**src/rtl/core/uvst_div.sv**
```systemverilog
// ----------------------------------------------------------------------------
// uvst_div
// pipelined restoring divider, one quotient bit per stage
// ----------------------------------------------------------------------------
module uvst_div #(
	parameter int NW = 41,
	parameter int DW = 9
) (
	input logic clk,
	input logic en,
	input logic [NW-1:0] num,
	input logic [DW-1:0] den,
	output logic [NW-1:0] quo
);
	logic [NW-1:0] n_q [0:NW];
	logic [NW-1:0] q_q [0:NW];
	logic [DW-1:0] d_q [0:NW];
	logic [DW:0] r_q [0:NW];

	always_comb begin
		n_q[0] = num;
		d_q[0] = den;
		q_q[0] = '0;
		r_q[0] = '0;
	end

	for (genvar g = 0; g < NW; g++) begin : g_st
		logic [DW+1:0] tr;
		logic [DW+1:0] df;
		assign tr = {r_q[g], n_q[g][NW-1-g]};
		assign df = tr - {2'b00, d_q[g]};
		always_ff @(posedge clk) begin
			if (en) begin
				n_q[g+1] <= n_q[g];
				d_q[g+1] <= d_q[g];
				if (!df[DW+1]) begin
					r_q[g+1] <= df[DW:0];
					q_q[g+1] <= q_q[g] | (NW'(1) << (NW-1-g));
				end else begin
					r_q[g+1] <= tr[DW:0];
					q_q[g+1] <= q_q[g];
				end
			end
		end
	end

	assign quo = q_q[NW];
endmodule

```
**config.mk**
```make
export PLATFORM = sky130hd
export DESIGN_NAME = uvst_div
export DESIGN_NICKNAME = d
export VERILOG_FILES = /design/src/rtl/core/uvst_div.sv
export SDC_FILE = /design/constraint.sdc
export NUM_CORES = 2
export LEC_CHECK = 0
export ABC_AREA = 1
export BUFFER_PORTS_ARGS = -buffer_cell sky130_fd_sc_hd__clkbuf_2
export CORE_AREA = 2 2 413 415
export DETAILED_ROUTE_END_ITERATION = 8
export DIE_AREA = 0 0 415 417
export PLACE_DENSITY = 0.81
export SLEW_MARGIN = 0
export SYNTH_ARGS = -nofsm -noshare
export SYNTH_HDL_FRONTEND = slang
export SYNTH_SLANG_ARGS = --single-unit
```
**constraint.sdc**
```tcl
create_clock -name clk -period 2.3 [get_ports clk]
set_clock_uncertainty 0.15 [all_clocks]
set_input_delay 0.23 -clock clk [delete_from_list [all_inputs] [get_ports clk]]
set_output_delay 0.23 -clock clk [all_outputs]
set_load 0.05 [all_outputs]
```
==> summary.txt <==
Status
  • Status: finished, final reports clean

Logic synthesis
  • Synth Instances: roughly 8000
  • Synthesized area per cell: around 13 µm²
  • Mapped Area: around 100000 µm²
  • Synthesis Warnings: 0
  • Synth cell types: 22
  • Flops & latches, synth: 2441
  • Post-synthesis sequential area ratio: approximately 73%

Routing
  • Wire length per cell: ~16 µm
  • Total number of vias: 57600
  • DR iter-0 viols: around 4200
  • Post-DR vias/cell: 5.18
  • Routed Antenna Nets: 0
  • DRT Pass-1 Iters: 7
  • WL final: 181 mm
  • DRC: 0

GRT
  • Total GRT Usage: a little over a fifth
  • Largest net degree at the start of global routing: around 120
  • First-pass GRT wire length: ~290 mm
  • Met1 usage in global routing: 27.8%
  • Total global routing overflow: 0
  • Initial antenna violation count: 1
  • GRT met2 Usage: between 30% and 40%
  • Vias in the first global route: between 50000 and 60000
  • Most Used Layer, Global Route: met2
  • GRT met3 Usage: under 10%

Setup path
  • Reg2Reg Setup Slack: 0.02 ns
  • Startpoint types: flop
  • Critical path data required time: approximately 2.8 ns
  • Crit Path Class: flop to flop
  • Worst R2R Start: g_st[24].tr[7]$_DFFE_PP_
  • Worst Setup End Kind: flop
  • Crit Path Max Fanout: 10
  • RR Endpoint: g_st[25].tr[1]$_DFFE_PP_
  • Cell count of the worst reg-to-reg path: 9
  • Crit path arrival time: between 2 and 3 ns

Pwr
  • Max rail drop VDD: 0.000927 V
  • Power, Total: ~150 mW
  • Power per Cell Area: 1250 nW/µm²
  • LEAKAGE: approximately 50 nW

Final layout
  • Antenna cells: 0
  • Final net count: 9151
  • Seq. cell area: between 70000 and 80000 µm²
  • Final instance area: 116000 µm²
  • Layout cell share with drive strength beyond 1: a little under an eighth
  • Fill cells: 11500
  • Final Core Density: roughly 69%
  • Area of the multi-input gates: between 20000 and 25000 µm²
  • Area grow syn2layout: 15.4%

Clock network
  • Max Buffers Root-to-Sink: 3
  • CTS clk-pin slew, worst paths: ~0.060 ns
  • Worst skew pair latency: ~0.88 ns
  • CTS tree: yes
  • Number of CTS-inserted buffers: 230
  • Total clock sinks: ~2400
  • H-tree depth: 4
  • CTS root buffer: clkbuf_16

Place
  • GPL Wtd Cong: 0.878
  • Post-DP HPWL: ~120 mm
  • Placed cell area: roughly 110000 µm²
  • Port bufs: 92

Timing
  • Rel. slew slack: a little under 60%
  • Slew @ Worst Pin: between 0.6 and 0.7 ns
  • Fmax: 0.439 GHz
  • Fin crit period: ~2.3 ns
  • Final setup vio count: 0
  • Worst hold slack: approximately 0.17 ns
  • Max-slew violations: 0
  • Final worst-path cycle share: slightly below 100%
  • Fin. Hold Viols: 0

Floorplan
  • Num ports: 93
  • Die H: 417 µm
  • Die ar.: approximately 170000 µm²
  • Row count: roughly 150
  • Initial Util: about three fifths
  • Area of the core: around 170000 µm²
  • Die X: between 400 and 500 µm

Min path
  • WHS Endpoint: q_q[1680]$_DFFE_PP_
  • Hold path cells: 5
  • HP Start: den[7]
  • Worst Hold Class: primary input to flop

Run
  • Max-cap viol count: 0
==> synthesized netlist by cell type <==
| master | n | share of area, % |
|---|---|---|
| fa_1 | 39 | 0.78 |
| a21oi_1 | 158 | 0.79 |
| nand2_1 | 2475 | 9.2 |
| nand3_2 | 1 | 0.0099 |
| nand3_1 | 763 | 3.8 |
| nand2_2 | 5 | 0.031 |
| nor2_1 | 404 | 1.5 |
| xor2_1 | 164 | 1.4 |
| or2_2 | 1 | 0.0062 |
| o21ai_0 | 3 | 0.015 |
| nand4_1 | 83 | 0.52 |
| inv_1 | 955 | 3.6 |
| buf_6 | 5 | 0.056 |
| conb_1 | 1 | 0.0037 |
| edfxtp_1 | 2441 | 73 |
| xnor2_1 | 5 | 0.043 |
| buf_4 | 76 | 0.57 |
| a21oi_2 | 1 | 0.0087 |
| a21o_1 | 1 | 0.0075 |
| ha_1 | 361 | 4.5 |
| buf_2 | 69 | 0.34 |
| nor3_1 | 3 | 0.015 |
==> logic make-up (layout without fill, tap and decap cells) <==
family / Yosys count / after routing / synth area share, %
buf+inv: 1105 / 1990 / 4.53
simple gates: 3735 / 3735 / 15.1
xor+xnor: 169 / 169 / 1.47
other cells: 1 / 4 / 0.00373
compound gates: 163 / 163 / 0.817
flops: 2441 / 2441 / 72.8
fa+ha+maj: 400 / 400 / 5.26
==> per-stage QoR <==
step                std cells  setup slack (ns)  TNS (ns)
CTS                     11100           0.00601         0
global route            11100           -0.0889    -0.738
finish                  11100            0.0223         0
floorplan                8017             0.245         0
detailed placement      10600           -0.0810    -0.742
global placement        10600          0.000157         0
==> routing by layer <==
| layer | share of wire [%] | up-vias | wire (µm) |
|---|---|---|---|
| li1 | - | 28600 | - |
| met1 | 43 | 27200 | 78200 |
| met2 | 49 | 1346 | 89200 |
| met3 | 4.4 | 367 | 7910 |
| met4 | 3.1 | 2 | 5610 |
| met5 | 0.0061 | - | 11 |
==> report_power, final <==
part	internal [mW]	total, mW	switching (mW)
clock network	22.0	38.4	16.3
logic	17.4	44.7	27.3
registers	58.2	62.3	4.07
total	97.7	145	47.7
==> placed cells by master (no fill, tap or decap), drive strengths merged <==
cell / synthesis / layout
clkbuf: 0 / 356
a21o: 1 / 1
clkinvlp: 0 / 15
buf: 150 / 408
or2: 1 / 1
xor2: 164 / 164
dlygate4sd3: 0 / 101
a21oi: 159 / 159
inv: 955 / 970
ha: 361 / 361
conb: 1 / 4
nand4: 83 / 83
o21ai: 3 / 3
nor3: 3 / 3
clkinv: 0 / 110
edfxtp: 2441 / 2441
nor2: 404 / 404
bufinv: 0 / 30
xnor2: 5 / 5
nand2: 2480 / 2480
fa: 39 / 39
nand3: 764 / 764
==> layout make-up <==
type	count	share of cell area [%]
clock buffers	265	5.12
flip-flops and latches	2441	63.1
multi-input cells	4471	20.3
clock inverters	170	1.55
well taps	2218	2.39
repair buffers	600	4.43
inverters	955	3.09
==> state kept, by name, indices dropped and copies added, names as in the netlist <==
| signal | flops |
|---|---|
| q_q | 820 |
| n_q | 780 |
| g_st.tr | 440 |
| d_q | 360 |
| quo | 41 |
==> timing repair <==
action	CTS	global route
hold endpoints to repair	1129	0
cloned	0	2
gates resized for setup	5	180
pin swaps	0	12
buffers inserted	0	24
endpoints found under the setup margin	29	327
hold buffers	101	0
==> worst max-delay path by stage <==
| stage | slack [ns] | to | start | cells past startpoint |
|---|---|---|---|---|
| after global routing | -0.09 | g_st[25].tr[1]$_DFFE_PP_ | g_st[24].tr[7]$_DFFE_PP_ | 9 |
| after detailed placement | -0.08 | g_st[18].tr[7]$_DFFE_PP_ | g_st[17].tr[0]$_DFFE_PP_ | 12 |
| final | 0.02 | g_st[25].tr[1]$_DFFE_PP_ | g_st[24].tr[7]$_DFFE_PP_ | 9 |
| after global placement | 0.0002 | g_st[18].tr[1]$_DFFE_PP_ | g_st[17].tr[0]$_DFFE_PP_ | 12 |
| after floorplan | 0.25 | g_st[40].tr[2]$_DFFE_PP_ | g_st[39].tr[0]$_DFFE_PP_ | 13 |
| after CTS | 0.006 | g_st[30].tr[1]$_DFFE_PP_ | g_st[29].tr[0]$_DFFE_PP_ | 11 |
==> worst max-delay path, cell delays in order, from the launching register on <==
cell and delay (ns):
edfxtp_1 0.46, ha_2 0.43, nand2_1 0.13, nor2_2 0.15, nand3_1 0.11, nand4_1 0.15
nand2_1 0.15, buf_12 0.17, nand2_1 0.06, nand2_1 0.06
No activity file was read; power rests on OpenSTA's default activity.
